<file path="src/rtl/matrix_orthogonality_check_top_macros.svh">
// Assertion macros shared by the matrix orthogonality check.
`ifndef MATRIX_ORTHOGONALITY_CHECK_TOP_MACROS_SVH
`define MATRIX_ORTHOGONALITY_CHECK_TOP_MACROS_SVH

// Check that a condition implies a consequence in the same cycle.
`define MOC_ASSERT_SAME(label, clk, rst, cond, cons, msg) \
  label: assert property (@(posedge clk) disable iff (rst) (cond) |-> (cons)) \
    else $error(msg);

// Check that a condition implies a consequence in the next cycle.
`define MOC_ASSERT_NEXT(label, clk, rst, cond, cons, msg) \
  label: assert property (@(posedge clk) disable iff (rst) (cond) |=> (cons)) \
    else $error(msg);

`endif

</file>
<file path="src/rtl/moc_pkg.sv">
// Package: constants, types and codes of the matrix orthogonality check.
package moc_pkg;

  localparam int DIM          = 3;
  localparam int ELEM_WIDTH   = 16;
  localparam int CELLS        = DIM * DIM;
  localparam int IDX_W        = $clog2(CELLS);
  localparam int DIM_W        = $clog2(DIM);
  localparam int PROD_W       = 2 * ELEM_WIDTH;
  localparam int ACC_W        = PROD_W + $clog2(DIM);
  localparam int S_TDATA_W    = ((ELEM_WIDTH + 7) / 8) * 8;
  localparam int VERDICT_W    = 2;
  localparam int M_TDATA_W    = 8;
  localparam int DRAIN_CYCLES = 3;
  localparam int DRAIN_W      = $clog2(DRAIN_CYCLES + 1);

  typedef enum logic [VERDICT_W-1:0] {
    VERDICT_OK      = 2'd0,
    VERDICT_DIAG    = 2'd1,
    VERDICT_OFFDIAG = 2'd2
  } moc_verdict_t;

  typedef enum logic [1:0] {
    ST_LOAD,
    ST_RUN,
    ST_DRAIN
  } moc_state_t;

  // One multiply-accumulate step issued by the sequencer.
  typedef struct packed {
    logic             valid;
    logic             first;
    logic             last;
    logic             diag;
    logic             clear;
    logic [IDX_W-1:0] idx_a;
    logic [IDX_W-1:0] idx_b;
  } moc_step_t;

  // Element store write from the load side.
  typedef struct packed {
    logic             we;
    logic [IDX_W-1:0] addr;
  } moc_load_t;

endpackage

</file>
<file path="src/rtl/moc_store.sv">
// Element store: one write port, two registered read ports.
module moc_store (
  input  logic                                  clk,
  input  logic                                  we,
  input  logic [moc_pkg::IDX_W-1:0]             waddr,
  input  logic signed [moc_pkg::ELEM_WIDTH-1:0] wdata,
  input  logic [moc_pkg::IDX_W-1:0]             raddr_a,
  input  logic [moc_pkg::IDX_W-1:0]             raddr_b,
  output logic signed [moc_pkg::ELEM_WIDTH-1:0] rdata_a,
  output logic signed [moc_pkg::ELEM_WIDTH-1:0] rdata_b
);
  import moc_pkg::*;

  logic signed [ELEM_WIDTH-1:0] mem [CELLS];

  // Write the loaded element
  always_ff @(posedge clk) begin
    if (we) begin
      mem[waddr] <= wdata;
    end
  end

  // Read both operands
  always_ff @(posedge clk) begin
    rdata_a <= mem[raddr_a];
    rdata_b <= mem[raddr_b];
  end

endmodule

</file>
<file path="src/rtl/moc_mac.sv">
// Shared multiply-accumulate unit and first-failure compare.
module moc_mac (
  input  logic                                  clk,
  input  logic                                  rst,
  input  moc_pkg::moc_step_t                    step,
  input  logic signed [moc_pkg::ELEM_WIDTH-1:0] rdata_a,
  input  logic signed [moc_pkg::ELEM_WIDTH-1:0] rdata_b,
  output moc_pkg::moc_verdict_t                 verdict
);
  import moc_pkg::*;

  typedef struct packed {
    logic valid;
    logic first;
    logic last;
    logic diag;
  } moc_tok_t;

  localparam logic [ACC_W-1:0] ACC_ONE = ACC_W'(1);

  moc_tok_t                  tok1;
  moc_tok_t                  tok2;
  logic signed [PROD_W-1:0]  prod;
  logic signed [ACC_W-1:0]   prod_ext;
  logic signed [ACC_W-1:0]   acc;
  logic                      done;
  logic                      done_diag;
  logic                      failed;
  logic                      mismatch;

  // Advance step tokens alongside the read and multiply stages
  always_ff @(posedge clk) begin
    if (rst) begin
      tok1.valid <= 1'b0;
      tok2.valid <= 1'b0;
      done       <= 1'b0;
    end else begin
      tok1.valid <= step.valid;
      tok2.valid <= tok1.valid;
      done       <= tok2.valid && tok2.last;
    end
    tok1.first <= step.first;
    tok1.last  <= step.last;
    tok1.diag  <= step.diag;
    tok2.first <= tok1.first;
    tok2.last  <= tok1.last;
    tok2.diag  <= tok1.diag;
    done_diag  <= tok2.diag;
  end

  // Multiply the two operands
  always_ff @(posedge clk) begin
    prod <= rdata_a * rdata_b;
  end

  assign prod_ext = ACC_W'(prod);

  // Accumulate the dot product, restart on the first term
  always_ff @(posedge clk) begin
    if (tok2.valid) begin
      if (tok2.first) begin
        acc <= prod_ext;
      end else begin
        acc <= acc + prod_ext;
      end
    end
  end

  // Compare a finished entry against the identity
  assign mismatch = done_diag ? (acc != ACC_ONE) : (acc != '0);

  // Hold the first failure of the scan
  always_ff @(posedge clk) begin
    if (rst) begin
      failed  <= 1'b0;
      verdict <= VERDICT_OK;
    end else if (step.clear) begin
      failed  <= 1'b0;
      verdict <= VERDICT_OK;
    end else if (done && !failed && mismatch) begin
      failed  <= 1'b1;
      verdict <= done_diag ? VERDICT_DIAG : VERDICT_OFFDIAG;
    end
  end

endmodule

</file>
<file path="src/rtl/moc_ctrl.sv">
// Sequencer: load counting, step issue, drain and verdict output register.
module moc_ctrl (
  input  logic                           clk,
  input  logic                           rst,
  input  logic                           s_tvalid,
  output logic                           s_tready,
  output logic                           m_tvalid,
  input  logic                           m_tready,
  input  moc_pkg::moc_verdict_t          verdict_in,
  output moc_pkg::moc_verdict_t          verdict_out,
  output moc_pkg::moc_load_t             load,
  output moc_pkg::moc_step_t             step
);
  import moc_pkg::*;

  localparam logic [IDX_W-1:0]   LAST_CELL = IDX_W'(CELLS - 1);
  localparam logic [DIM_W-1:0]   LAST_DIM  = DIM_W'(DIM - 1);
  localparam logic [DRAIN_W-1:0] DRAIN_END = DRAIN_W'(DRAIN_CYCLES);

  moc_state_t         state;
  moc_state_t         state_next;
  logic [IDX_W-1:0]   load_count;
  logic [DIM_W-1:0]   row;
  logic [DIM_W-1:0]   col;
  logic [DIM_W-1:0]   term;
  logic [DRAIN_W-1:0] drain_count;
  logic               load_last;
  logic               run_last;
  logic               capture;

  assign load_last = (load_count == LAST_CELL);
  assign run_last  = (row == LAST_DIM) && (col == LAST_DIM) && (term == LAST_DIM);

  // Next state
  always_comb begin
    state_next = state;
    case (state)
      ST_LOAD: begin
        if (load.we && load_last) begin
          state_next = ST_RUN;
        end
      end
      ST_RUN: begin
        if (run_last) begin
          state_next = ST_DRAIN;
        end
      end
      ST_DRAIN: begin
        if (capture) begin
          state_next = ST_LOAD;
        end
      end
      default: begin
        state_next = ST_LOAD;
      end
    endcase
  end

  // Outputs of the sequencer
  always_comb begin
    s_tready   = 1'b0;
    step.valid = 1'b0;
    capture    = 1'b0;
    case (state)
      ST_LOAD: begin
        s_tready = 1'b1;
      end
      ST_RUN: begin
        step.valid = 1'b1;
      end
      ST_DRAIN: begin
        capture = (drain_count == DRAIN_END) && (!m_tvalid || m_tready);
      end
      default: begin
        s_tready = 1'b0;
      end
    endcase
    load.we    = s_tvalid && s_tready;
    load.addr  = load_count;
    step.clear = load.we && load_last;
    step.first = (term == '0);
    step.last  = (term == LAST_DIM);
    step.diag  = (row == col);
    step.idx_a = IDX_W'(row) * IDX_W'(DIM) + IDX_W'(term);
    step.idx_b = IDX_W'(col) * IDX_W'(DIM) + IDX_W'(term);
  end

  // State register
  always_ff @(posedge clk) begin
    if (rst) begin
      state <= ST_LOAD;
    end else begin
      state <= state_next;
    end
  end

  // Count loaded elements
  always_ff @(posedge clk) begin
    if (rst) begin
      load_count <= '0;
    end else if (load.we) begin
      load_count <= load_last ? '0 : load_count + 1'b1;
    end
  end

  // Advance term, column and row of the product scan
  always_ff @(posedge clk) begin
    if (rst) begin
      row  <= '0;
      col  <= '0;
      term <= '0;
    end else if (step.valid) begin
      if (term == LAST_DIM) begin
        term <= '0;
        if (col == LAST_DIM) begin
          col <= '0;
          row <= (row == LAST_DIM) ? '0 : row + 1'b1;
        end else begin
          col <= col + 1'b1;
        end
      end else begin
        term <= term + 1'b1;
      end
    end
  end

  // Count pipeline drain cycles
  always_ff @(posedge clk) begin
    if (rst) begin
      drain_count <= '0;
    end else if (state != ST_DRAIN) begin
      drain_count <= '0;
    end else if (drain_count != DRAIN_END) begin
      drain_count <= drain_count + 1'b1;
    end
  end

  // Hold the verdict until taken
  always_ff @(posedge clk) begin
    if (rst) begin
      m_tvalid <= 1'b0;
    end else if (capture) begin
      m_tvalid <= 1'b1;
    end else if (m_tready) begin
      m_tvalid <= 1'b0;
    end
  end

  always_ff @(posedge clk) begin
    if (capture) begin
      verdict_out <= verdict_in;
    end
  end

endmodule

</file>
<file path="src/rtl/matrix_orthogonality_check_top.sv">
// Top level of the matrix orthogonality check.
// The block takes a 3x3 matrix of signed 16-bit elements, row-major, one element
// per item at up to one per cycle, then runs the 27 multiply-accumulate steps of
// A * transpose(A) on one shared multiplier, one step per cycle, followed by a
// pipeline drain (store read, multiply, accumulate, compare). s_tready is low while
// the product runs and drains. The verdict (0 identity, 1 first failure on the
// diagonal, 2 first failure off the diagonal) waits in an output register, so the
// next matrix may load while it is pending; a second verdict waits in drain until
// the first is taken.
module matrix_orthogonality_check_top (
  input  logic                            clk,
  input  logic                            rst,
  input  logic                            s_tvalid,
  output logic                            s_tready,
  input  logic [moc_pkg::S_TDATA_W-1:0]   s_tdata,  // [15:0] element
  output logic                            m_tvalid,
  input  logic                            m_tready,
  output logic [moc_pkg::M_TDATA_W-1:0]   m_tdata   // [1:0] verdict, rest zero
);
  import moc_pkg::*;

  `include "matrix_orthogonality_check_top_macros.svh"

  moc_load_t                    load;
  moc_step_t                    step;
  moc_verdict_t                 verdict_mac;
  moc_verdict_t                 verdict_out;
  logic signed [ELEM_WIDTH-1:0] rdata_a;
  logic signed [ELEM_WIDTH-1:0] rdata_b;

  moc_ctrl u_ctrl (
    .clk         (clk),
    .rst         (rst),
    .s_tvalid    (s_tvalid),
    .s_tready    (s_tready),
    .m_tvalid    (m_tvalid),
    .m_tready    (m_tready),
    .verdict_in  (verdict_mac),
    .verdict_out (verdict_out),
    .load        (load),
    .step        (step)
  );

  moc_store u_store (
    .clk     (clk),
    .we      (load.we),
    .waddr   (load.addr),
    .wdata   (signed'(s_tdata[ELEM_WIDTH-1:0])),
    .raddr_a (step.idx_a),
    .raddr_b (step.idx_b),
    .rdata_a (rdata_a),
    .rdata_b (rdata_b)
  );

  moc_mac u_mac (
    .clk     (clk),
    .rst     (rst),
    .step    (step),
    .rdata_a (rdata_a),
    .rdata_b (rdata_b),
    .verdict (verdict_mac)
  );

  // Pad the verdict to a whole byte
  assign m_tdata = {(M_TDATA_W - VERDICT_W)'(0), verdict_out};

  // No element is taken while the product runs
  `MOC_ASSERT_SAME(a_no_load_in_run, clk, rst, step.valid, !s_tready, "element accepted during run")
  // The scan starts right after the last element of a matrix
  `MOC_ASSERT_NEXT(a_run_after_load, clk, rst, step.clear, step.valid, "scan did not start")
  // Store writes stay inside the matrix
  `MOC_ASSERT_SAME(a_write_in_range, clk, rst, load.we, load.addr <= IDX_W'(CELLS - 1), "bad write")

endmodule

</file>
<file path="config.mk">
export PLATFORM = sky130hd
export DESIGN_NAME = matrix_orthogonality_check_top
export DESIGN_NICKNAME = d
export VERILOG_FILES = /design/src/rtl/moc_pkg.sv /design/src/rtl/moc_store.sv /design/src/rtl/moc_mac.sv /design/src/rtl/moc_ctrl.sv /design/src/rtl/matrix_orthogonality_check_top.sv
export VERILOG_INCLUDE_DIRS = /design/src /design/src/rtl
export SDC_FILE = /design/constraint.sdc
export NUM_CORES = 1
export LEC_CHECK = 0
export BUFFER_PORTS_ARGS = -buffer_cell sky130_fd_sc_hd__buf_2
export CORE_UTILIZATION = 40
export DETAILED_ROUTE_END_ITERATION = 7
export GPL_TIMING_DRIVEN = 0
export SETUP_SLACK_MARGIN = 0.3
export SYNTH_ARGS = -nofsm -noshare
export SYNTH_HDL_FRONTEND = slang
export SYNTH_SLANG_ARGS = --single-unit
</file>
<file path="constraint.sdc">
create_clock -name clk -period 5.5 [get_ports clk]
set_input_delay 0.275 -clock clk [delete_from_list [all_inputs] [get_ports clk]]
set_output_delay 0.275 -clock clk [all_outputs]
set_load 0.01 [all_outputs]
</file>
**After elaboration in Yosys (flattened, before gate mapping)**

Memory sizes are Yosys's and may differ from the RTL's. A register that Yosys moved wholly into a read port is not among the register bits.
Cells that the tools add are included.

- Logic and storage cells: 86
- Memory bits (read-only): 0
- Input port bits: 20
- Latch bits: 0
- Bits in writable memories: 144
- Flip-flop bits (word level): 96
- Output and inout bits: 10
- Memories: 1

Memory list:

| name | words | width | rd ports | clocked after memory_dff | write ports | RTL line | RTL |
|---|---|---|---|---|---|---|---|
| u_store.mem | 9 | 16 | 2 | 2 | 1 | moc_store.sv:14 | `logic signed [ELEM_WIDTH-1:0] mem [CELLS];` |

- Reduce and logical (&&, ||, !) cells: 20
- $mul: 3
- Shift-type cells: 0
- Mux-type cells: 18
- $add $sub $neg: 8
- Equality and inequality tests: 14
- Div/mod/pow operators: 0
- $lt $le $gt $ge: 0
- Bitwise gates (word level): 0

Operators with widths:

| cell | count |
|---|---|
| adder 34 x 32 -> 34 bit | 1 |
| two-way mux 34 bit | 1 |
| != test 34 x 1 -> 1 bit, second input constant | 1 |
| nonzero test 34 bit | 1 |
| multiplier 16 x 16 -> 32 bit | 1 |
| two-way mux 2 bit | 7 |
| == test 2 bit, second input constant | 5 |
| adder 2 x 1 -> 2 bit, second input constant | 4 |
| adder 4 x 2 -> 4 bit | 2 |
| logical AND 1 bit | 8 |
| multiplier 2 x 2 -> 4 bit, second input constant | 2 |
| two-way mux 1 bit | 8 |
| != test 2 bit, second input constant | 3 |
| one-hot mux 2 bit (3 select lines) | 1 |
| AND reduction 3 bit | 2 |
| adder 4 x 1 -> 4 bit, second input constant | 1 |
| == test 4 bit, second input constant | 1 |
| logical NOT 2 bit | 2 |
| two-way mux 4 bit | 1 |
| != test 2 x 1 -> 1 bit, second input constant | 2 |
| OR reduction 2 bit | 2 |
| == test 2 x 1 -> 1 bit, second input constant | 1 |
| == test 2 bit | 1 |
| logical NOT 1 bit | 2 |
| other kinds (3) | 3 |

**Logic depth before layout (Yosys ltp)**

Gate-level depths: netlist (run 1).

- Depth in word-level cells: 6
- Mapped depth: 23
- Mapped depth without buffers: 22

**Hierarchy**

A second synthesis (run 1) with hierarchy kept.

- Cells, all modules: 2,077
- Area, all modules: 22,669.2 µm²

Modules (own cells, without submodules):

| module | seq. area each (µm²) | instances | cells each | area each (µm²) |
|---|---|---|---|---|
| moc_mac | 1,921.8 | 1 | 1,474 | 13,930.9 |
| moc_store | 4,964.8 | 1 | 487 | 7,673.6 |
| moc_ctrl | 360.3 | 1 | 109 | 1,016.0 |
| matrix_orthogonality_check_top | 0.0 | 1 | 7 | 48.8 |

**Least setup slack after synthesis (run 1)**

No wires, ideal clock.

- Path kind: register to register
- Start point: register u_store.rdata_a[15] (netlist bit) (read register of u_store.mem)
- End point: register u_mac.prod[31]
- Required time: 5,428 ps
- Cell stages (with the launch flop): 21
- Setup slack: -164 ps
- Arrival: 5,592 ps
- Buffers on the path: 1
- Clock period less this slack: 5,664 ps
- Cells stage by stage: dfxtp_1 clkbuf_1 nand2_1 inv_1 fa_1 fa_1 fa_1 fa_1 fa_1 inv_1 fa_1 inv_1 ha_1 a21o_1 a21o_1 nor4b_2 o2111ai_2 a31oi_4 o31ai_2 a21oi_2 xnor2_1

- Word-level cells in the longest chain between the ends: 1

Ends and longest elaborated chain:

| element | RTL line | RTL |
|---|---|---|
| from (decl) | moc_store.sv:9 | `output logic signed [moc_pkg::ELEM_WIDTH-1:0] rdata_a,` |
| multiplier 16 x 16 -> 32 bit | moc_mac.sv:53 | `prod <= rdata_a * rdata_b;` |
| to (signal assigned) | moc_mac.sv:53 |  |
| to (decl) | moc_mac.sv:23 | `logic signed [PROD_W-1:0] prod;` |

Every way passes these cells.
A chain may end at the register's enable or synchronous reset.

**Final worst setup path (run 1)**

- Start point: register u_store.rdata_b[1] (netlist bit) (read register of u_store.mem)
- End point: register u_mac.prod[31]

- Word-level cells in the longest chain between the ends: 1

Ends and longest elaborated chain:

| element | RTL line | RTL |
|---|---|---|
| from (decl) | moc_store.sv:10 | `output logic signed [moc_pkg::ELEM_WIDTH-1:0] rdata_b` |
| multiplier 16 x 16 -> 32 bit | moc_mac.sv:53 |  |

Every way passes these cells.

==> results.md, run 1 <==
- The mean instance size in the synthesized netlist is 11.28 µm².
- After floorplanning, the core was divided into 86 placement rows.
- The overall overflow remaining after global route is 0.
- The met3 track utilization from global routing is 2.348%.
- The fmax is ~180 MHz.
- Excluding fillers, the count of instances in the completed layout stands at just under 3000.
- After detailed routing, the total wire length is 53180 µm.
- Among all stages on the critical path, the largest delay is contributed by sky130_fd_sc_hd__fa_2.
- The flip-flop cell with the highest count after synthesis is sky130_fd_sc_hd__edfxtp_1.
- The number of port buffers is 23.
- Setup repair after global routing could not meet its margin everywhere.
- The signal on the critical path passes through clkbuf_16 -> nand2_4 -> inv_4 -> fa_2 -> fa_1 -> fa_1 -> fa_1 -> fa_1 -> inv_1 -> fa_1 -> inv_2 -> ha_4 -> a21o_1 -> a21o_1 -> nor4b_4 -> o2111ai_4 -> a31oi_4 -> o31ai_4 -> a21oi_2 -> xnor2_1.
- Measured along the y axis, the die boundary spans 237.8 µm.
- The slew of the pin with the lowest slew margin is 0.9875 ns.
- The post-route netlist has 18.33% of its cells at a drive strength greater than 1.
- After global routing, the most crowded layer is met2.
- The element type at the critical path start is a flop.
- The CTS sink count is 272.
- The longest clock path from root to sink contains 3 buffers.
- The total of flip-flops plus latches after synthesis is approximately 270.
- In the synthesized netlist, the number of instances is 1973.
- The total of max-cap violations is 0.
- The hold slack is 0.02165 ns.
- For this run, the total global-route usage over all layers was measured as 19.28%.
- The placed instance count is 2751.
- The first global-routing pass estimated 85480 µm of wire.
- The cell type with the largest total area after synthesis is sky130_fd_sc_hd__edfxtp_1.
- The number of nets at the end of the flow is 2529.
- The number of design rule violations left after detail routing is 0.
- The shortest clock period the worst path allows after layout is 5.611 ns.
- Summing the sequential cell areas from Yosys gives 32.57% of the chip area.
- Before antenna repair, the detailed router went through 5 iterations.
- Of all flip-flops after synthesis, the portion carrying an async set or reset was 0%.
- In this run the horizontal extent of the chip is 237.8 µm.
- After synthesis, the cell types taking the most area are sky130_fd_sc_hd__edfxtp_1, sky130_fd_sc_hd__fa_1, sky130_fd_sc_hd__dfxtp_1.
- The number of global-route vias before repair is 15620.
- On the worst path, the slowest cell contributes a delay of around 0.6 ns.
- Summed over all nets, the half-perimeter wirelength after detailed placement is 41240 µm.
- The cell repeated most along the worst path is sky130_fd_sc_hd__fa_1.
- The detailed-route vias per instance is 5.056.
- During I/O placement, the number of pins put on the boundary was 30.
- The worst hold path class is in -> reg.
- After clock tree synthesis, the clock-pin slew on the worst setup and hold paths is approximately 0.060 ns.
- The hold violation count in the final report is 0.
- STA puts the critical path data required time at 5.99 ns.
- The tree is rooted in a sky130_fd_sc_hd__clkbuf_16.
- The setup slack after layout is -0.1108 ns.
- STA puts the critical path data arrival time at a little over 6 ns.
- STA classifies the critical path endpoint as a flop.
- The count of nets left with antenna violations once routing finished came out at 0.
- The number of buffers inserted during clock tree synthesis is 29.
- The met2 routing resource usage after global routing is roughly a third.
- Once the floorplan was initialized, standard cells occupied 40.46% of the core.
- The setup total negative slack is -0.3214 ns.
- The die area is 56570 µm².
- The final critical-path share of the clock period is 102.0%.
- The CTS tree is built.
- For met1 alone, demand over resource in global routing was 25.66%.
- By count the netlist is led by sky130_fd_sc_hd__inv_1, sky130_fd_sc_hd__fa_1, sky130_fd_sc_hd__nand2_1.
- At the later pin of the worst-skew pair, clock insertion delay measures 0.58 ns.
- The worst-case headroom to the max-slew limit is 34.17%.
- The checks that failed: negative setup slack.
- The number of synthesis warnings is 0.
- The run finished, with violations left.
- The placeable core area is roughly 55000 µm².
- The congestion estimate from routability-driven global placement came to 0.8937.
- In this run the worst path has a maximum fanout of 10.
- The synthesized netlist contains between 80 and 90 unique library cells.
- In this run the register-to-register setup slack is -0.11 ns.
- The synthesized design contains 180 enable-type register cells.
- The category of the critical setup timing path is reg -> reg.
- The top cell type by area accounts for between 20% and 30% of the synthesized area.
- In the final routed layout, each cell accounts on average for 18.45 µm.
- From synthesis to final layout, the design area changed by 16.48%.
- In this run the number of H-tree levels came out at 1.
- The detailed router finished its first iteration with ~880 violations.
- The post-synthesis instance area is 22250 µm².
- The number of endpoints failing setup at the final stage is 6.
- The maximum number of pins on one net before global-route repair is 35.
- Across all layers, the routed design uses 14570 vias.
- The most repeated cell in the gate-level netlist after synthesis is sky130_fd_sc_hd__inv_1.
- For the final database, setup skew stands at 0.01069 ns.
- The final number of max-transition violations is 0.
- The number of antenna violations at the first check in global routing came to 0.
## sequential cells by signal, summed over array words and instances, names as in the netlist, 4 cells and up
name               cells
u_ctrl.load_count      4
u_mac.acc             34
u_mac.prod            32
u_mac.tok1             4
u_mac.tok2             4
u_store.mem          144
u_store.rdata_a       16
u_store.rdata_b       16
## cell type report
| cell class | count | area [µm²] |
|---|---|---|
| clock inverters | 11 | 126.4 |
| diodes | 1 | 2.502 |
| clock buffers | 41 | 813.3 |
| inverters | 316 | 1189 |
| flip-flops and latches | 272 | 7350 |
| repair buffers | 103 | 824.5 |
| well taps | 748 | 935.9 |
| plain buffers | 76 | 694.4 |
| multi-input cells | 1314 | 13980 |
| fillers | 4903 | 29070 |
## cell usage in the layout (no fill, tap or decap), types with 7 or more instances in the layout
cell and n:
sky130_fd_sc_hd__inv_1 304, sky130_fd_sc_hd__fa_1 250, sky130_fd_sc_hd__nand2_1 214, sky130_fd_sc_hd__edfxtp_1 180
sky130_fd_sc_hd__and2_1 125, sky130_fd_sc_hd__ha_1 113, sky130_fd_sc_hd__o21ai_0 69, sky130_fd_sc_hd__mux4_2 64
sky130_fd_sc_hd__buf_4 60, sky130_fd_sc_hd__dfxtp_1 60, sky130_fd_sc_hd__a21oi_1 53, sky130_fd_sc_hd__nor2_1 50
sky130_fd_sc_hd__xnor2_1 41, sky130_fd_sc_hd__clkbuf_16 39, sky130_fd_sc_hd__clkbuf_1 39, sky130_fd_sc_hd__mux2i_1 36
sky130_fd_sc_hd__buf_2 31, sky130_fd_sc_hd__dfxtp_4 25, sky130_fd_sc_hd__xor2_1 23, sky130_fd_sc_hd__a21o_1 20
sky130_fd_sc_hd__fa_2 17, sky130_fd_sc_hd__clkbuf_8 15, sky130_fd_sc_hd__o21bai_1 15, sky130_fd_sc_hd__nand3_1 14
sky130_fd_sc_hd__buf_6 12, sky130_fd_sc_hd__nor3_1 12, sky130_fd_sc_hd__dlygate4sd3_1 12, sky130_fd_sc_hd__nand2b_1 11
sky130_fd_sc_hd__inv_2 11, sky130_fd_sc_hd__o21a_1 10, sky130_fd_sc_hd__ha_4 10, sky130_fd_sc_hd__nor4_1 9
sky130_fd_sc_hd__a21oi_2 7, sky130_fd_sc_hd__ha_2 7, sky130_fd_sc_hd__dfxtp_2 7
## worst max-delay path: cells and delay by family, from the launching register on
family	cells	cell delay, ns
buffers and inverters	4	0.30
AO/OA/AOI/OAI	6	1.06
XOR/XNOR	1	0.15
AND/OR/NAND/NOR	2	0.39
adder cells (fa/ha/maj)	7	3.27
flip-flops	1	0.35
## per-stage QoR
stage	area, µm²	setup slack [ns]	util [%]
after floorplan	22590	0.2354	-
after global placement	23640	-0.4430	42.99
after detailed placement	23680	-0.4908	43.06
after CTS	25620	-0.1681	46.60
after global routing	25910	-0.2416	47.13
final	25910	-0.1108	47.13
## timing repair
action | 4_1_cts | 5_1_grt
gates cloned | 2 | 0
gates resized for setup | 123 | 50
hold buffers | 12 | 0
endpoints found under the setup margin | 19 | 18
endpoints found under the hold margin | 96 | 0
setup buffers | 45 | 19
pin swaps | 58 | 54
## path summary, 6_finish.rpt
kind / start / to / depth (start not counted)
max: u_store.rdata_b[1] / u_mac.prod[31] / 20
min: s_tdata[15] / u_store.mem[2][15] / 1
max reg2reg: u_store.rdata_b[1] / u_mac.prod[31] / 20
min reg2reg: u_mac.tok1[1] / u_mac.tok2[1] / 0
## metal layers
layer | vias up | wire length (µm)
met2 | 308 | 26130
met1 | 7372 | 23830
met4 | 0 | 1139
met5 | - | 0
met3 | 60 | 2076
li1 | 6830 | -
## logic make-up (layout without fill, tap and decap cells)
kind of cell	after synthesis	in the layout	share of synthesized area (%)
xor+xnor	66	66	2.598
other cells	1	7	0.01686
compound gates	246	246	7.508
fa+ha+maj	397	397	31.34
flops	272	272	32.57
mux	101	101	8.149
simple gates	498	498	11.06
buf+inv	392	547	6.760
Power of run 1 is not shown: default switching activity piles up to over one toggle a cycle in this logic, so the estimate is an artifact.
==> run 2, diff against run 1 <==
--- a/config.mk
+++ b/config.mk
@@ -7,10 +7,14 @@
 export NUM_CORES = 1
 export LEC_CHECK = 0
 export BUFFER_PORTS_ARGS = -buffer_cell sky130_fd_sc_hd__buf_2
+export CELL_PAD_IN_SITES_DETAIL_PLACEMENT = 1
+export CELL_PAD_IN_SITES_GLOBAL_PLACEMENT = 1
 export CORE_UTILIZATION = 40
 export DETAILED_ROUTE_END_ITERATION = 7
 export GPL_TIMING_DRIVEN = 0
+export PLACE_DENSITY_LB_ADDON = 0.1
 export SETUP_SLACK_MARGIN = 0.3
+export SKIP_LAST_GASP = 1
 export SYNTH_ARGS = -nofsm -noshare
 export SYNTH_HDL_FRONTEND = slang
 export SYNTH_SLANG_ARGS = --single-unit
==> run 2 against run 1 <==
The flow still finishes with violations (negative setup slack). Cell count is 0.21% lower. Routed wire length is 13% higher. Worst setup slack worse by 0.081 ns. Largest cell class unchanged.
==> results.md, run 2 (synthesis gave the netlist of run 1 again) <==
- Result of the run: complete, but fails checks (unchanged).
- Violated checks: negative setup slack (unchanged).
- The source-to-sink clock delay at the later pin of the worst-skew pair is 0.56 ns (was 0.58 ns).
- RSZ-0062 raised after global routing: true (unchanged).
- The register with the highest flop count is u_store.mem (unchanged).
- The number of endpoints failing setup at the final stage is 8 (was 6).
- The first-pass GRT wire length came to 95590 µm (was 85480 µm).
- The detailed-route wire length is 60320 µm (was 53180 µm).
- The post-route antenna net violation count was 0 (unchanged).
- The maximum clock skew at final layout is 0.02392 ns (was 0.01069 ns).
- The final critical-path share of the clock period is 103.5% (was 102.0%).
- The total of max-cap violations is 0 (unchanged).
- The placed instance count is 2752 (was 2751).
- The hold violation count in the final report is 0 (unchanged).
- The most common library cell in the layout ignoring fill and taps is sky130_fd_sc_hd__inv_1 (unchanged).
- The total via count after detailed routing is 14610 (was 14570).
- The per-cell routed wire length is 20.97 µm (was 18.45 µm).
- The worst-case headroom to the max-slew limit is 26.15% (was 34.17%).
- The final number of max-transition violations is 0 (unchanged).
- The slew of the pin with the lowest slew margin came to 1.108 ns (was 0.9875 ns).
- The number of port buffers is 23 (unchanged).
- The register cell area after layout is 7352 µm² (was 7350 µm²).
- The master cell of the clock root buffer is sky130_fd_sc_hd__clkbuf_16 (unchanged).
- The fraction of layout instances using a drive strength above 1 is 18.42% (was 18.33%).
- The total global-route track usage came to 22.15% (was 19.28%).
- The number of design rule violations left after detail routing was 0 (unchanged).
- The effective utilization at floorplan was 40.46% (unchanged).
- The fmax is 175.7 MHz (was 178.2 MHz).
- The detailed-route vias per instance is 5.081 (was 5.056).
- The top-level port count is 30 (unchanged).
- The CTS tree is built (unchanged).
- The HPWL reported at the end of detailed placement is 47270 µm (was 41240 µm).
- The maximum number of pins on one net before global-route repair came to 28 (was 35).
- The CTS sink count is 272 (unchanged).
- The number of antenna diodes is 0 (was 1).
- The violation count after the first detailed-routing iteration came to 547 (was 878).
- The number of antenna violations at the first check in global routing is 2 (was 0).
- The maximum fanout count along the critical path is 7 (was 10).
- The number of flip-flops in the largest register is 144 (unchanged).
- The number of rows created at floorplan is 86 (unchanged).
- The worst hold path class is in -> reg (unchanged).
- The maximum level of the CTS H-tree came to 2 (was 1).
- The count of placed standard cells in the final layout, fillers left out was 2876 (was 2882).
- The area growth from synthesis to final layout is 17.17% (was 16.48%).
- The category of the critical setup timing path is reg -> reg (unchanged).
- The setup total negative slack came to -0.8848 ns (was -0.3214 ns).
- The total area of multi-input combinational cells came to 14010 µm² (was 13980 µm²).
- The clock transition at the register clock pins on the worst setup and hold paths after CTS is 0.07 ns (was 0.06 ns).
- The vertical extent of the die is 237.8 µm (unchanged).
- The number of filler instances in the final layout is 5826 (was 4903).
- The number of buffers inserted during clock tree synthesis is 34 (was 29).
- The element type at the critical path start is a flop (unchanged).
- The setup slack after layout came to -0.1916 ns (was -0.1108 ns).
- Commonest cells after routing, fill and taps aside: sky130_fd_sc_hd__inv_1, sky130_fd_sc_hd__fa_1, sky130_fd_sc_hd__nand2_1 (unchanged).
- The number of global-route vias before repair was 16590 (was 15620).
- The overall overflow remaining after global route is 0 (unchanged).
- The maximum buffer depth of the clock tree is 3 (unchanged).
- The endpoint class of the critical path is a flop (unchanged).
- The placeable core area is 54990 µm² (unchanged).
- The hold slack is 0.02532 ns (was 0.02165 ns).
- The data arrival at the endpoint of the critical path is 6.13 ns (was 6.10 ns).
- Registers with the most flip-flops: u_store.mem: 144 flops, u_mac.acc: 34 flops, u_mac.prod: 32 flops (unchanged).
- The required time of the critical path came to 5.93 ns (was 5.99 ns).
- The number of optimization iterations in the first detailed-route pass came to 5 (unchanged).
- The die area is 56570 µm² (unchanged).
- The shortest clock period the worst path allows after layout is 5.692 ns (was 5.611 ns).
- The horizontal die dimension came to 237.8 µm (unchanged).
- The routability congestion estimate is 0.8457 (was 0.8937).
- The number of nets at the end of the flow is 2519 (was 2529).
[run 2: what timing repair did]
action                     CTS  global route
setup buffers               36            21
pin swaps                   53            41
hold buffers                 5             0
hold endpoints to repair    17             0
setup endpoints to repair   20            19
gates resized for setup    117            54
[run 2: final timing paths]
| kind | startpoint | to | slack (ns) | cells after the start |
|---|---|---|---|---|
| setup / recovery | u_store.rdata_a[15] | u_mac.prod[31] | -0.19 | 20 |
| hold / removal | s_tdata[11] | u_store.mem[8][11] | 0.03 | 1 |
| setup reg to reg | u_store.rdata_a[15] | u_mac.prod[31] | -0.19 | 20 |
| hold reg to reg | u_mac.tok1[0] | u_mac.tok2[0] | 0.33 | 0 |
[run 2: metrics by stage]
step	worst slack [ns]	area, µm²	utilization, %
3_5_place_dp	-0.7470	23690	43.08
6_report	-0.1916	26070	47.41
2_1_floorplan	0.2354	22590	-
5_1_grt	-0.3743	26070	47.41
4_1_cts	-0.2203	25710	46.76
3_3_place_gp	-0.6948	23640	42.99
[run 2: area by class of cell]
class	count	share of cell area, %
sequential	272	28.20
tap	748	3.590
clock buffer	43	3.633
buffer	76	2.678
inverter	316	4.560
timing repair buffer	88	2.650
multi-input combinational	1314	53.74
clock inverter	19	0.9408
[run 2: layer usage]
metal | wire (µm) | up-vias | global-route usage, %
li1 | - | 6782 | -
met1 | 25850 | 7560 | 27.51
met2 | 31070 | 181 | 40.24
met3 | 1514 | 89 | 2.522
met4 | 1885 | 0 | 6.745
met5 | 0 | - | 0
[run 2: worst max-delay path, stage by stage (launching register included)]
cell,delay (ns)
sky130_fd_sc_hd__dfxtp_4,0.36
sky130_fd_sc_hd__clkbuf_16,0.17
sky130_fd_sc_hd__nand2_4,0.07
sky130_fd_sc_hd__inv_2,0.04
sky130_fd_sc_hd__fa_2,0.68
sky130_fd_sc_hd__fa_1,0.48
sky130_fd_sc_hd__fa_1,0.52
sky130_fd_sc_hd__fa_1,0.43
sky130_fd_sc_hd__fa_1,0.49
sky130_fd_sc_hd__inv_1,0.05
sky130_fd_sc_hd__fa_1,0.49
sky130_fd_sc_hd__inv_2,0.05
sky130_fd_sc_hd__ha_4,0.23
sky130_fd_sc_hd__a21o_1,0.18
sky130_fd_sc_hd__a21o_1,0.20
sky130_fd_sc_hd__nor4b_4,0.31
sky130_fd_sc_hd__o2111ai_4,0.19
sky130_fd_sc_hd__a31oi_4,0.31
sky130_fd_sc_hd__o31ai_2,0.10
sky130_fd_sc_hd__a21oi_2,0.14
sky130_fd_sc_hd__xnor2_1,0.07
Power of run 2 is left out for the same reason.
==> run 3, diff against run 2 <==
--- a/config.mk
+++ b/config.mk
@@ -9,7 +9,8 @@
 export BUFFER_PORTS_ARGS = -buffer_cell sky130_fd_sc_hd__buf_2
 export CELL_PAD_IN_SITES_DETAIL_PLACEMENT = 1
 export CELL_PAD_IN_SITES_GLOBAL_PLACEMENT = 1
-export CORE_UTILIZATION = 40
+export CORE_UTILIZATION = 52
+export CTS_CLUSTER_SIZE = 14
 export DETAILED_ROUTE_END_ITERATION = 7
 export GPL_TIMING_DRIVEN = 0
 export PLACE_DENSITY_LB_ADDON = 0.1
==> constraint.sdc (replaced) <==
create_clock -name clk -period 7.11 [get_ports clk]
set_input_delay 0.3555 -clock clk [delete_from_list [all_inputs] [get_ports clk]]
set_output_delay 0.3555 -clock clk [all_outputs]
set_load 0.01 [all_outputs]
==> run 3 against run 2 <==
The flow now finishes without violations. Non-clock buffer count decreased by 63. Routed wire length down 3.5%. Fmax shrank 14%. Die area fell by 23%. Register-to-register slack gained 0.71 ns. Cell count decreased by 9.7%. Global-route usage increased by 5.7 points. Critical endpoint unchanged.
==> results.md, run 3 (synthesis gave the netlist of run 1 again) <==
- Result of the run: finished clean (was complete, but fails checks).
- The placeable core area is 42040 µm² (was 54990 µm²).
- The met2 routing resource usage after global routing is 50.86% (was 40.24%).
- The fmax is 151.7 MHz (was 175.7 MHz).
- The number of buffers inserted during clock tree synthesis is 30 (was 34).
- The finished layout cell area is 24120 µm² (was 26070 µm²).
- The cell repeated most along the worst path was sky130_fd_sc_hd__fa_1 (unchanged).
- The maximum number of pins on one net before global-route repair came to 35 (was 28).
- The number of global-route vias before repair is 16540 (was 16590).
- The endpoint class of the critical path was a flop (unchanged).
- Cell-by-cell listing of the critical path: clkbuf_2 -> nand2_1 -> inv_1 -> fa_1 -> fa_1 -> fa_1 -> fa_1 -> fa_1 -> inv_1 -> fa_1 -> inv_1 -> ha_1 -> a21o_1 -> a21o_1 -> nor4b_2 -> o2111ai_2 -> a31oi_4 -> o31ai_2 -> a21oi_2 -> xnor2_1 (was clkbuf_16 -> nand2_4 -> inv_2 -> fa_2 -> fa_1 -> fa_1 -> fa_1 -> fa_1 -> inv_1 -> fa_1 -> inv_2 -> ha_4 -> a21o_1 -> a21o_1 -> nor4b_4 -> o2111ai_4 -> a31oi_4 -> o31ai_2 -> a21oi_2 -> xnor2_1).
- The maximum fanout count along the critical path is 10 (was 7).
- The hold slack is 0.04272 ns (was 0.02532 ns).
- The setup total negative slack is 0 ns (was -0.8848 ns).
- The final critical-path share of the clock period came to 92.73% (was 103.5%).
- The master cell of the clock root buffer is sky130_fd_sc_hd__clkbuf_16 (unchanged).
- The master of the slowest instance on the critical path is sky130_fd_sc_hd__dfxtp_1 (was sky130_fd_sc_hd__fa_2).
- The number of port buffers is 23 (unchanged).
- The number of antenna diodes came to 0 (unchanged).
- The total via count after detailed routing is 14630 (was 14610).
- The met3 track utilization from global routing is 2.780% (was 2.522%).
- The number of flip-flops in the largest register is 144 (unchanged).
- The area growth from synthesis to final layout is 8.436% (was 17.17%).
- The number of endpoints failing setup at the final stage is 0 (was 8).
- The cell area reported after detailed placement came to 23090 µm² (was 23690 µm²).
- The number of design rule violations left after detail routing came to 0 (unchanged).
- The maximum buffer depth of the clock tree is 3 (unchanged).
- The element type at the critical path start is a flop (unchanged).
- The number of filler instances in the final layout came to 4408 (was 5826).
- The met1 track demand over resource in global routing came to 33.89% (was 27.51%).
- The die area is 43610 µm² (was 56570 µm²).
- The total area of multi-input combinational cells is 13520 µm² (was 14010 µm²).
- RSZ-0062 raised after global routing: false (was true).
- Commonest cells after routing, fill and taps aside: sky130_fd_sc_hd__inv_1, sky130_fd_sc_hd__fa_1, sky130_fd_sc_hd__nand2_1 (unchanged).
- The final number of max-transition violations is 0 (unchanged).
- The source-to-sink clock delay at the later pin of the worst-skew pair is 0.58 ns (was 0.56 ns).
- The count of placed standard cells in the final layout, fillers left out is 2598 (was 2876).
- The maximum single-stage delay on the critical path is 0.64 ns (was 0.68 ns).
- The vertical extent of the die was 208.8 µm (was 237.8 µm).
- The detailed-route wire length is 58230 µm (was 60320 µm).
- The total of max-cap violations is 0 (unchanged).
- The worst-case headroom to the max-slew limit came to 34.84% (was 26.15%).
- The required time of the critical path is 7.62 ns (was 5.93 ns).
- The data arrival at the endpoint of the critical path is 7.10 ns (was 6.13 ns).
- The HPWL reported at the end of detailed placement is 46700 µm (was 47270 µm).
- The horizontal die dimension is 208.8 µm (was 237.8 µm).
- The most used routing layer in global routing is met2 (unchanged).
- The shortest clock period the worst path allows after layout is 6.593 ns (was 5.692 ns).
- The effective utilization at floorplan came to 52.92% (was 40.46%).
- The clock transition at the register clock pins on the worst setup and hold paths after CTS was 0.06 ns (was 0.07 ns).
- The most common library cell in the layout ignoring fill and taps is sky130_fd_sc_hd__inv_1 (unchanged).
- The first-pass GRT wire length was 92350 µm (was 95590 µm).
- The CTS tree is built (unchanged).
- The routability congestion estimate is 0.8781 (was 0.8457).
- The category of the critical setup timing path is reg -> reg (unchanged).
- The register with the highest flop count is u_store.mem (unchanged).
- The maximum level of the CTS H-tree is 1 (was 2).
- The number of antenna violations at the first check in global routing was 1 (was 2).
- The per-cell routed wire length came to 22.41 µm (was 20.97 µm).
- The number of rows created at floorplan is 75 (was 86).
- The number of nets at the end of the flow came to 2452 (was 2519).
- The top-level port count is 30 (unchanged).
- The total global-route track usage was 27.81% (was 22.15%).
- The number of optimization iterations in the first detailed-route pass was 5 (unchanged).
- The total setup buffers inserted after CTS is 0 (was 36).
- The placed instance count is 2542 (was 2752).
- The CTS sink count is 272 (unchanged).
- Registers with the most flip-flops: u_store.mem: 144 flops, u_mac.acc: 34 flops, u_mac.prod: 32 flops (unchanged).
- The slew of the pin with the lowest slew margin is 0.9774 ns (was 1.108 ns).
- The worst hold path class was in -> reg (unchanged).
- The maximum clock skew at final layout is 0.02203 ns (was 0.02392 ns).
- The post-route antenna net violation count came to 0 (unchanged).
- The overall overflow remaining after global route is 0 (unchanged).
- The fraction of layout instances using a drive strength above 1 came to 9.616% (was 18.42%).
- The detailed-route vias per instance was 5.631 (was 5.081).
- The hold violation count in the final report is 0 (unchanged).
- The register cell area after layout is 7248 µm² (was 7352 µm²).
- The violation count after the first detailed-routing iteration came to 629 (was 547).
run 3: cell types whose count changed in the layout (fill, tap and decap cells not counted), moves of 8 or more:
cell                        delta
sky130_fd_sc_hd__clkbuf_8     -14
sky130_fd_sc_hd__clkbuf_16    -11
sky130_fd_sc_hd__ha_1         +14
sky130_fd_sc_hd__buf_8         -8
sky130_fd_sc_hd__inv_2        -10
sky130_fd_sc_hd__clkbuf_1     +25
sky130_fd_sc_hd__inv_1        +11
sky130_fd_sc_hd__dfxtp_1      +31
sky130_fd_sc_hd__fa_1         +10
sky130_fd_sc_hd__dfxtp_4      -26
sky130_fd_sc_hd__buf_4        -49
sky130_fd_sc_hd__fa_2         -10
sky130_fd_sc_hd__ha_4         -10
run 3: metal layers:
| layer | share of wire, % | wire (µm) |
|---|---|---|
| met5 | 0 | 0 |
| met4 | 3.9 | 2252 |
| met3 | 3.7 | 2135 |
| met2 | 52 | 30530 |
| met1 | 40 | 23310 |
run 3: area by class of cell:
cell class / count / share of cell area, %
Buffer: 76 / 1.354
Multi-Input combinational cell: 1314 / 56.04
Timing Repair Buffer: 25 / 0.6068
Clock buffer: 39 / 3.511
Inverter: 316 / 4.917
Sequential cell: 272 / 30.05
Tap cell: 539 / 2.795
Clock inverter: 17 / 0.7261
run 3: path summary, 6_finish.rpt:
path / depth (start not counted) / slack, ns / to / start
hold / removal: 2 / 0.04 / u_mac.tok2[3] / rst
setup reg to reg: 20 / 0.52 / u_mac.prod[31] / u_store.rdata_b[1]
hold reg to reg: 0 / 0.33 / u_mac.tok2[1] / u_mac.tok1[1]
setup / recovery: 20 / 0.52 / u_mac.prod[31] / u_store.rdata_b[1]
run 3: worst max-delay path: cells and delay by family, from the launching register on:
kind	cells	cell delay (ns)
adder cells (fa/ha/maj)	7	3.37
XOR/XNOR	1	0.14
AND/OR/NAND/NOR	2	0.41
flip-flops	1	0.64
buffers and inverters	4	0.61
AO/OA/AOI/OAI	6	1.35
run 3: timing repair:
action | CTS | global route
hold buffers | 0 | 0
resized for setup | 1 | 12
setup endpoints to repair | 1 | 4
run 3: through the flow:
stage,util [%],worst slack [ns]
global route,57.38,0.3141
global placement,54.84,0.3963
CTS,57.37,0.3833
finish,57.38,0.5166
detailed placement,54.93,0.2927
floorplan,-,1.446
Power of run 3 is left out for the same reason.
